--- config.mk ---
export PLATFORM = sky130hd
export DESIGN_NAME = csp_ctrl
export DESIGN_NICKNAME = d
export VERILOG_FILES = /design/src/hw/rtl/csp_pkg.sv /design/src/hw/rtl/csp_ctrl.sv
export SDC_FILE = /design/constraint.sdc
export NUM_CORES = 1
export LEC_CHECK = 0
export BUFFER_PORTS_ARGS = -buffer_cell sky130_fd_sc_hd__buf_2
export CORE_AREA = 2 2 39 41
export DETAILED_ROUTE_END_ITERATION = 10
export DIE_AREA = 0 0 41 43
export PLACE_DENSITY = 0.55
export SYNTH_ARGS = -nofsm -noshare
export SYNTH_HDL_FRONTEND = slang
export SYNTH_SLANG_ARGS = --single-unit
--- constraint.sdc ---
create_clock -name i_clk -period 1.2 [get_ports i_clk]
set_input_delay 0.24 -clock i_clk [delete_from_list [all_inputs] [get_ports i_clk]]
set_output_delay 0.24 -clock i_clk [all_outputs]
set_load 0.01 [all_outputs]
--- src/hw/rtl/csp_pkg.sv ---
// shared widths, constants and controller/datapath types for the position/speed servo
package csp_pkg;

    // widths of stored and working values
    localparam int CNT_W     = 16;
    localparam int POS_W     = 32;
    localparam int ERR_W     = 33;
    localparam int GAIN_W    = 24;
    localparam int DB_W      = 16;
    localparam int BASE_W    = 10;
    localparam int DUTY_W    = 10;
    localparam int SPD_W     = 27;
    localparam int TGT_W     = 18;
    localparam int PINT_W    = 13;
    localparam int SINT_W    = 18;
    localparam int E_W       = 28;
    localparam int DD_W      = 30;
    localparam int ACC_W     = 58;
    localparam int MA_W      = 25;
    localparam int MB_W      = 33;
    localparam int CFG_W     = 32;
    localparam int CFG_IDX_W = 3;
    localparam int X_W       = 22;
    localparam int SMAG_W    = 26;
    localparam int TMAG_W    = 17;
    localparam int Q_W       = 14;

    // speed = delta * 384000 / 209, split as delta*1837 + (delta*67 + 104) / 209
    localparam logic [SMAG_W-1:0] SPD_MUL_INT  = SMAG_W'(1837);
    localparam logic [X_W-1:0]    SPD_MUL_REM  = X_W'(67);
    localparam logic [X_W-1:0]    SPD_DEN_HALF = X_W'(104);
    // ceil(2^30 / 209), exact floor for every remainder term
    localparam logic [MA_W-1:0]   SPD_RECIP    = MA_W'(5137521);
    localparam int                SPD_RECIP_SH = 30;
    localparam logic [SMAG_W-1:0] SPEED_SAT    = SMAG_W'(60300000);

    localparam logic [TMAG_W-1:0] TARGET_SAT   = TMAG_W'(76800);
    localparam logic [TMAG_W-1:0] HALF_RPM     = TMAG_W'(128);
    localparam logic [ACC_W-1:0]  TGT_ROUND    = ACC_W'(128);
    localparam int                TGT_SHIFT    = 8;
    localparam int                POS_INT_SAT  = 3000;
    localparam int                SINT_HIGH    = 128000;
    localparam int                SINT_LOW     = -25600;
    localparam logic [DUTY_W-1:0] DUTY_MIN     = DUTY_W'(50);
    localparam logic [DUTY_W-1:0] DUTY_MAX     = DUTY_W'(900);
    localparam int                DUTY_FRAC    = 24;

    // register reset values
    localparam logic [POS_W-1:0]  RST_TARGET   = POS_W'(500);
    localparam logic [GAIN_W-1:0] RST_POS_KP   = GAIN_W'(52429);
    localparam logic [GAIN_W-1:0] RST_POS_KI   = GAIN_W'(328);
    localparam logic [DB_W-1:0]   RST_DEADBAND = DB_W'(8);
    localparam logic [GAIN_W-1:0] RST_SPD_KP   = GAIN_W'(294912);
    localparam logic [GAIN_W-1:0] RST_SPD_KI   = GAIN_W'(29491);
    localparam logic [GAIN_W-1:0] RST_SPD_KD   = GAIN_W'(9830);
    localparam logic [BASE_W-1:0] RST_BASE     = BASE_W'(650);

    typedef enum logic [CFG_IDX_W-1:0] {
        REG_TARGET_POSITION = 3'd0,
        REG_POSITION_KP     = 3'd1,
        REG_POSITION_KI     = 3'd2,
        REG_DEADBAND_COUNTS = 3'd3,
        REG_SPEED_KP        = 3'd4,
        REG_SPEED_KI        = 3'd5,
        REG_SPEED_KD        = 3'd6,
        REG_DUTY_BASE       = 3'd7
    } t_cfg_idx;

    typedef enum logic [3:0] {
        ST_IDLE, ST_DIFF, ST_SPD, ST_SPD2, ST_PINT, ST_PKI, ST_PSUM, ST_ABS,
        ST_TGT, ST_E, ST_SKP, ST_SKI, ST_SKD, ST_SACC, ST_DUTY, ST_DONE
    } t_state;

    typedef enum logic [3:0] {
        OP_NONE, OP_DIFF, OP_SPD, OP_SPD2, OP_PINT, OP_PKI, OP_PSUM, OP_ABS,
        OP_TGT, OP_E, OP_SKP, OP_SKI, OP_SKD, OP_SACC, OP_DUTY
    } t_op;

    typedef struct packed {
        t_op  op;
        logic load;
        logic out_load;
    } t_cmd;

    typedef struct packed {
        logic dead;
        logic run;
    } t_status;

endpackage

--- src/hw/rtl/csp_ctrl.sv ---
// step sequencer of the servo and the result word valid flag
module csp_ctrl (
    input  logic             i_clk,
    input  logic             i_rst_n,
    input  logic             i_in_valid,
    output logic             o_in_stall,
    output logic             o_out_valid,
    input  logic             i_out_stall,
    input  csp_pkg::t_status i_status,
    output csp_pkg::t_cmd    o_cmd
);

    csp_pkg::t_state r_state, n_state;
    logic            r_out_valid, n_out_valid;

    always_ff @(posedge i_clk) begin
        if (!i_rst_n) begin
            r_state     <= csp_pkg::ST_IDLE;
            r_out_valid <= 1'b0;
        end else begin
            r_state     <= n_state;
            r_out_valid <= n_out_valid;
        end
    end

    always_comb begin
        n_state      = r_state;
        n_out_valid  = r_out_valid;
        o_cmd.op       = csp_pkg::OP_NONE;
        o_cmd.load     = 1'b0;
        o_cmd.out_load = 1'b0;
        if (r_out_valid && !i_out_stall) begin
            n_out_valid = 1'b0;
        end
        unique case (r_state)
            csp_pkg::ST_IDLE: begin
                if (i_in_valid) begin
                    o_cmd.load = 1'b1;
                    n_state    = csp_pkg::ST_DIFF;
                end
            end
            csp_pkg::ST_DIFF: begin
                o_cmd.op = csp_pkg::OP_DIFF;
                n_state  = csp_pkg::ST_SPD;
            end
            csp_pkg::ST_SPD: begin
                o_cmd.op = csp_pkg::OP_SPD;
                n_state  = csp_pkg::ST_SPD2;
            end
            csp_pkg::ST_SPD2: begin
                o_cmd.op = csp_pkg::OP_SPD2;
                n_state  = csp_pkg::ST_PINT;
            end
            csp_pkg::ST_PINT: begin
                o_cmd.op = csp_pkg::OP_PINT;
                n_state  = i_status.dead ? csp_pkg::ST_DONE : csp_pkg::ST_PKI;
            end
            csp_pkg::ST_PKI: begin
                o_cmd.op = csp_pkg::OP_PKI;
                n_state  = csp_pkg::ST_PSUM;
            end
            csp_pkg::ST_PSUM: begin
                o_cmd.op = csp_pkg::OP_PSUM;
                n_state  = csp_pkg::ST_ABS;
            end
            csp_pkg::ST_ABS: begin
                o_cmd.op = csp_pkg::OP_ABS;
                n_state  = csp_pkg::ST_TGT;
            end
            csp_pkg::ST_TGT: begin
                o_cmd.op = csp_pkg::OP_TGT;
                n_state  = csp_pkg::ST_E;
            end
            csp_pkg::ST_E: begin
                // demand within half an rpm leaves the speed loop alone
                if (i_status.run) begin
                    o_cmd.op = csp_pkg::OP_E;
                    n_state  = csp_pkg::ST_SKP;
                end else begin
                    n_state  = csp_pkg::ST_DONE;
                end
            end
            csp_pkg::ST_SKP: begin
                o_cmd.op = csp_pkg::OP_SKP;
                n_state  = csp_pkg::ST_SKI;
            end
            csp_pkg::ST_SKI: begin
                o_cmd.op = csp_pkg::OP_SKI;
                n_state  = csp_pkg::ST_SKD;
            end
            csp_pkg::ST_SKD: begin
                o_cmd.op = csp_pkg::OP_SKD;
                n_state  = csp_pkg::ST_SACC;
            end
            csp_pkg::ST_SACC: begin
                o_cmd.op = csp_pkg::OP_SACC;
                n_state  = csp_pkg::ST_DUTY;
            end
            csp_pkg::ST_DUTY: begin
                o_cmd.op = csp_pkg::OP_DUTY;
                n_state  = csp_pkg::ST_DONE;
            end
            csp_pkg::ST_DONE: begin
                // wait for the output register to be free
                if (!r_out_valid || !i_out_stall) begin
                    o_cmd.out_load = 1'b1;
                    n_out_valid    = 1'b1;
                    n_state        = csp_pkg::ST_IDLE;
                end
            end
        endcase
    end

    assign o_in_stall  = (r_state != csp_pkg::ST_IDLE);
    assign o_out_valid = r_out_valid;

    a_accept_starts: assert property (@(posedge i_clk) disable iff (!i_rst_n)
        (i_in_valid && !o_in_stall) |=> (r_state == csp_pkg::ST_DIFF))
        else $error("accepted word did not start the sequence");

    a_dead_skips: assert property (@(posedge i_clk) disable iff (!i_rst_n)
        (r_state == csp_pkg::ST_PINT && i_status.dead) |=> (r_state == csp_pkg::ST_DONE))
        else $error("deadband did not skip the loop steps");

    a_done_delivers: assert property (@(posedge i_clk) disable iff (!i_rst_n)
        (r_state == csp_pkg::ST_DONE && !(r_out_valid && i_out_stall))
        |=> (r_out_valid && r_state == csp_pkg::ST_IDLE))
        else $error("finished word not placed in the output register");

endmodule

==> metrics.log, run 1 <==
INFO  metric end_kind = output port
INFO  metric clkTransAtPathRegs = 0.04 ns
INFO  metric failing_checks = negative setup slack
INFO  metric cts.hold.buffers_added = 0
INFO  metric peakVddDrop = 0.000430 V
INFO  metric timing.max_slew.rel_slack = 81.3%
INFO  metric post_synth_instance_area = 329 um^2
INFO  metric final_max_slew_violation_count = 0
INFO  metric clock_tree_from_tritoncts = built
INFO  metric syn-instance-count = 41
INFO  metric place.gp.congestion = 0.745
INFO  metric viasPerCell = 4.63
INFO  metric tritoncts.num_buffers = 3
INFO  metric drt_pre_antenna_iters = 2
INFO  metric portBuffers = 13
INFO  metric clock_insertion_delay_worst_skew = 0.24 ns
INFO  metric area_growth_from_synthesis_to_layout = 58.9%
INFO  metric setup_slack = -0.140 ns
INFO  metric synth_top_family_by_area = compound AO/OA/AOI/OAI gates
INFO  metric totalPowerFinal = 0.000548 W
INFO  metric synth.lib_cells_used.distinct = 22
INFO  metric maxCapViolCount = 0
INFO  metric boundaryPins = 14
INFO  metric tightestPinTransition = around 0.28 ns
INFO  metric timing.critical_path.required = 0.96 ns
INFO  metric grt_setup_unrepaired = true
INFO  metric run_status = finished, violations left
INFO  metric fp-row-count = 14
INFO  metric fraction_of_final_layout_cells_sized_beyond_drive_strength_1 = just under 60%
INFO  metric finalCritPeriodShare = 112%
INFO  metric dpl-instance-area = 440 um^2
INFO  metric post_synth_and_or_nand_nor_area_fraction = between 20% and 30%
INFO  metric synth_seq_area_share = a little under a third
INFO  metric critical_path_arrival = 1.10 ns
INFO  metric grt_usage = 10.8%
INFO  metric antenna_cells_inserted = 0
INFO  metric drtIter0Drc = 4
INFO  metric vias = 366
INFO  metric criticalPathCategory = reg2out
INFO  metric total_power_divided_by_cell_area = between 1000 and 1500 mW/mm^2
INFO  metric drt_wl_total = between 800 and 900 um
INFO  metric grt_start_max_net_pins = 11
INFO  metric synth_adder_area_share = 0%
INFO  metric cts.root.buffer_cell = clkbuf_4
INFO  metric design.die.area = 0.00176 mm^2
INFO  metric route.detailed.wl_per_inst = roughly 11 um
INFO  metric detailed_place_hpwl = slightly below 600 um
INFO  metric critical_path.max_fanout = 7
INFO  metric gr-total-overflow = 0
INFO  metric achievable-frequency = 0.746 GHz
INFO  metric initial_antenna_violation_count = 0
INFO  metric number_of_nets_in_the_final_layout = 70
INFO  metric filler_cell_count = 154
INFO  metric die_width = 41 um
INFO  metric drt_drc = 0
INFO  metric fraction_of_synthesized_area_in_multiplexers = 0%
INFO  metric pre_cts_ws = -0.0257 ns
INFO  metric min-delay-path-class = in2reg
INFO  metric cts.sink_count = 5
INFO  metric antenna_left = 0
INFO  metric synthesized_area_fraction_occupied_by_ao_oa_aoi_and_oai_cells = 30.4%
INFO  metric design.core.area = 0.00138 mm^2
INFO  metric worst_clock_skew = between 0.002 and 0.0025 ns
INFO  metric final.min_clock_period = 1.34 ns
INFO  metric synth_area_per_cell = approximately 8 um^2
INFO  metric synth_nets = 47
INFO  metric finalInstanceArea = 523 um^2
INFO  metric wire_length_of_the_first_global_routing_pass = 1270 um
INFO  metric synth_xor_xnor_area_share = 0%
INFO  metric synth_warnings = 0
INFO  metric crit_path_start_kind = flip-flop
INFO  metric power.static_leakage = 0.241 nW
INFO  metric clock_tree.buffer_depth = 2
INFO  metric die-height = 43 um
INFO  metric starting_density_of_the_core = 23.8%
INFO  metric cts_max_level = 1
INFO  metric number_of_global_route_vias_before_repair = 324
INFO  metric synth.ff_latch_count = 5
INFO  metric setup_viol = 7
INFO  metric final_hold_viol_count = 0
-- worst max-delay path: stages, from the launching register on --
cell and delay [ns]:
dfxtp_4 0.37, nor3_2 0.04, a21o_2 0.20, a21boi_1 0.11, buf_2 0.14
-- what timing repair did --
action	CTS	global route
buffers inserted	1	0
gates resized for setup	15	3
pin swaps	6	2
endpoints found under the setup margin	7	9
-- metrics by stage --
stage	utilization [%]	hold WS [ns]	cells	setup TNS, ns
3_3_place_gp	31.8	0.517	74	-0.0371
6_report	37.8	0.263	79	-0.794
2_1_floorplan	-	0.358	41	-0.0742
5_1_grt	37.8	0.263	79	-1.26
4_1_cts	36.6	0.253	79	-0.871
3_5_place_dp	31.8	0.512	74	-0.0397
-- power by group --
part           switching, W  internal (W)  leakage, nW
Clock             0.0000692      0.000126       0.0150
Sequential        0.0000144      0.000178       0.0430
Combinational     0.0000721     0.0000878        0.183
Total              0.000156      0.000392        0.241
-- synthesized netlist by cell type --
library cell	number	area, um^2
nor2_1	6	22.5
dfxtp_1	5	100
a21boi_0	4	30.0
a21oi_1	3	15.0
buf_4	3	22.5
nand2_1	3	11.3
o21a_1	2	15.0
a211oi_1	1	7.51
a21o_2	1	8.76
a31oi_1	1	6.26
and2_2	1	7.51
and3_1	1	6.26
buf_6	1	11.3
inv_1	1	3.75
nand3b_1	1	7.51
nand4_1	1	6.26
nor3_1	1	5.00
nor4_1	1	6.26
nor4b_1	1	8.76
o211ai_1	1	7.51
o311a_1	1	10.0
or4b_1	1	10.0
-- path summary, 6_finish.rpt --
| kind | start | end | slack [ns] | cells past startpoint |
|---|---|---|---|---|
| min reg2reg | o_out_valid$_SDFF_PN0_ | o_out_valid$_SDFF_PN0_ | 0.56 | 2 |
| max reg2reg | r_state[1]$_SDFFE_PN0P_ | r_state[0]$_SDFFE_PN0P_ | 0.01 | 3 |
| max | r_state[2]$_SDFFE_PN0P_ | o_cmd[5] | -0.14 | 4 |
| min | i_rst_n | r_state[0]$_SDFFE_PN0P_ | 0.26 | 2 |
-- cells in the final DEF (no fill, tap or decap), drive strengths merged, types with 2 or more instances in the layout --
cell type  instances
buf               22
nor2               6
dfxtp              5
clkbuf             4
a21boi             4
nand2              3
a21oi              3
o21a               2
-- cell type report --
type / instances / area (um^2) / share of cell area, %
tap: 16 / 20.0 / 3.83
clock buffer: 4 / 26.3 / 5.02
inverter: 1 / 3.75 / 0.718
timing repair buffer: 22 / 143 / 27.3
sequential: 5 / 110 / 21.1
multi-input combinational: 31 / 220 / 42.1
-- logic make-up after synthesis --
kind of cell | after synthesis
and+or+nand+nor | 17
AOI/OAI and AO/OA | 14
DFF | 5
buffers and inverters | 5
-- layer usage --
| metal | global-route usage [%] | wire length (um) | up-vias |
|---|---|---|---|
| li1 | - | - | 194 |
| met1 | 13.2 | 394 | 157 |
| met2 | 15.0 | 367 | 13 |
| met3 | 3.14 | 67 | 2 |
| met4 | 8.00 | 4 | 0 |
| met5 | 0 | 0 | - |
-- registers in the layout, indices dropped and copies added, names as in the netlist --
signal / flops
r_state: 4
o_out_valid: 1
Note: power is estimated with default switching activity, not from simulation.
==> run 2: changes to the inputs <==
--- a/config.mk
+++ b/config.mk
@@ -7,6 +7,7 @@
 export LEC_CHECK = 0
 export BUFFER_PORTS_ARGS = -buffer_cell sky130_fd_sc_hd__buf_2
 export CORE_AREA = 2 2 39 41
+export CTS_BUF_LIST = sky130_fd_sc_hd__clkbuf_2
 export DETAILED_ROUTE_END_ITERATION = 10
 export DIE_AREA = 0 0 41 43
 export PLACE_DENSITY = 0.55
==> metrics.log, run 2 (synthesis results as in run 1) <==
INFO  metric area_growth_from_synthesis_to_layout = 57.0%
INFO  metric power.static_leakage = 0.243 nW (+0.71%)
INFO  metric place.gp.congestion = 0.745 (unchanged)
INFO  metric criticalPathCategory = reg2out
INFO  metric wire_length_of_the_first_global_routing_pass = 1270 um (unchanged)
INFO  metric worst_clock_skew = 0.00222 ns (+0.0000442 ns)
INFO  metric clock_tree.buffer_depth = 2 (unchanged)
INFO  metric grt_start_max_net_pins = 11 (unchanged)
INFO  metric critical_path_arrival = 1.09 ns (about the same)
INFO  metric timing.max_slew.rel_slack = 81.3% (unchanged)
INFO  metric starting_density_of_the_core = 23.8% (unchanged)
INFO  metric timing.setup.tns = -0.676 ns (+0.118 ns)
INFO  metric peakVddDrop = 0.000384 V (-11%)
INFO  metric initial_antenna_violation_count = 0 (unchanged)
INFO  metric total_power_divided_by_cell_area = 989 mW/mm^2 (-5.5%)
INFO  metric layout_commonest_cell = buf_2
INFO  metric achievable-frequency = 0.754 GHz (+1.1%)
INFO  metric vias = 365 (-0.27%)
INFO  metric slowest_stage = dfxtp_4
INFO  metric cpPeakStageDelay = 0.36 ns (about the same)
INFO  metric antenna_cells_inserted = 0 (unchanged)
INFO  metric layout_common_cells = 12 x buf_2, 8 x buf_4, 4 x nor2_1, 4 x clkbuf_2, 3 x nand2_1
INFO  metric boundaryPins = 14 (unchanged)
INFO  metric fp-row-count = 14 (unchanged)
INFO  metric drtIter0Drc = 4 (unchanged)
INFO  metric regMostFlops = r_state
INFO  metric timing.critical_path.required = 0.96 ns (about the same)
INFO  metric filler_cell_count = 153 (-0.65%)
INFO  metric clock_tree_from_tritoncts = built
INFO  metric final_max_slew_violation_count = 0 (unchanged)
INFO  metric tritoncts.num_buffers = 3 (unchanged)
INFO  metric number_of_global_route_vias_before_repair = 328 (+1.2%)
INFO  metric dp_cells = 74 (unchanged)
INFO  metric design.core.area = 0.00138 mm^2 (unchanged)
INFO  metric drt_drc = 0 (unchanged)
INFO  metric grt_usage = 10.8% (unchanged)
INFO  metric final.min_clock_period = 1.33 ns (-0.0148 ns)
INFO  metric end_kind = output port
INFO  metric die_width = 41 um (unchanged)
INFO  metric combined_flip_flop_and_latch_cell_area = 110 um^2 (unchanged)
INFO  metric timing.critical_path.cells = buf_4 -> nor2_4 -> and3_1 -> buf_2
INFO  metric total_area_of_multi_input_combinational_cells = 220 um^2 (unchanged)
INFO  metric r2r_setup_slack = 0.01 ns (about the same)
INFO  metric count_of_non_filler_cells_in_the_finished_layout = 79 (unchanged)
INFO  metric critical_path.n_buffers_inverters = 2 (+1)
INFO  metric failing_checks = negative setup slack
INFO  metric finalCritPeriodShare = 110% (-1.2 points)
INFO  metric final_core_utilization = 37.3% (-0.45 points)
INFO  metric detailed_place_hpwl = 585 um (unchanged)
INFO  metric run_status = finished, violations left
INFO  metric setup_slack = -0.126 ns (+0.0148 ns)
INFO  metric crit_path_start_kind = flip-flop
INFO  metric number_of_nets_in_the_final_layout = 70 (unchanged)
INFO  metric cts_max_level = 1 (unchanged)
INFO  metric portBuffers = 13 (unchanged)
INFO  metric drt_wl_total = 835 um (+0.24%)
INFO  metric critical_path.max_fanout = 7 (unchanged)
INFO  metric antenna_left = 0 (unchanged)
INFO  metric tightestPinTransition = 0.278 ns (-0.000000119 ns)
INFO  metric final_hold_viol_count = 0 (unchanged)
INFO  metric die-height = 43 um (unchanged)
INFO  metric gr-total-overflow = 0 (unchanged)
INFO  metric clock_insertion_delay_worst_skew = 0.22 ns (-0.02 ns)
INFO  metric fraction_of_final_layout_cells_sized_beyond_drive_strength_1 = 60.3% (+1.6 points)
INFO  metric critical-path-top-delay-family = flip-flops
INFO  metric drt_pre_antenna_iters = 2 (unchanged)
INFO  metric cts.sink_count = 5 (unchanged)
INFO  metric min-delay-path-class = in2reg
INFO  metric route.detailed.wl_per_inst = 10.6 um (+0.24%)
INFO  metric maxCapViolCount = 0 (unchanged)
INFO  metric max_reg_flops = 4 (unchanged)
INFO  metric grt_setup_unrepaired = true
INFO  metric viasPerCell = 4.62 (-0.27%)
INFO  metric clkTransAtPathRegs = 0.06 ns (+0.02 ns)
INFO  metric design.die.area = 0.00176 mm^2 (unchanged)
INFO  metric cts.root.buffer_cell = clkbuf_2
INFO  metric setup_viol = 7 (unchanged)
-- run 2: cell types whose count changed in the layout (fill, tap and decap cells not counted) --
cell / delta
clkbuf_1: -1
clkbuf_2: +4
clkbuf_4: -3
-- run 2: stage by stage --
stage	setup WS, ns	hold slack (ns)	power [W]	area (um^2)
finish	-0.126	0.284	0.000511	517
global route	-0.200	0.272	0.000552	517
CTS	-0.146	0.266	0.000506	500
detailed placement	-0.0257	0.512	0.000328	440
global placement	-0.0212	0.517	0.000328	440
floorplan	-0.0371	0.358	0.000281	329
-- run 2: where the power goes --
part,total [W],internal (W),leakage (nW),switching (W)
Sequential,0.000192,0.000178,0.0430,0.0000146
Combinational,0.000160,0.0000877,0.183,0.0000720
Clock,0.000159,0.0000883,0.0166,0.0000709
Total,0.000511,0.000354,0.243,0.000157
-- run 2: repair_timing --
action,in CTS,in global routing
endpoints found under the setup margin,8,9
pin swaps,8,2
buffers inserted,1,0
gates resized for setup,15,3
hold buffers,0,0
-- run 2: final cells by class --
cell class              instances  share of cell area [%]
clock buffers                   4                    3.87
inverters                       1                   0.726
multi-input cells              31                    42.6
flip-flops and latches          5                    21.3
well taps                      16                    3.87
repair buffers                 22                    27.6
-- run 2: routing by layer --
layer,vias up,share of wire [%],track usage [%]
li1,194,-,-
met1,156,47,13.2
met2,13,44,15.0
met3,2,8.0,3.14
met4,0,0.48,8.00
met5,-,0,0
-- run 2: path summary, 6_finish.rpt --
| kind | to | cells after the start | from |
|---|---|---|---|
| max | o_cmd[1] | 4 | r_state[1]$_SDFFE_PN0P_ |
| min reg2reg | o_out_valid$_SDFF_PN0_ | 2 | o_out_valid$_SDFF_PN0_ |
| max reg2reg | r_state[0]$_SDFFE_PN0P_ | 3 | r_state[2]$_SDFFE_PN0P_ |
| min | r_state[0]$_SDFFE_PN0P_ | 2 | i_rst_n |
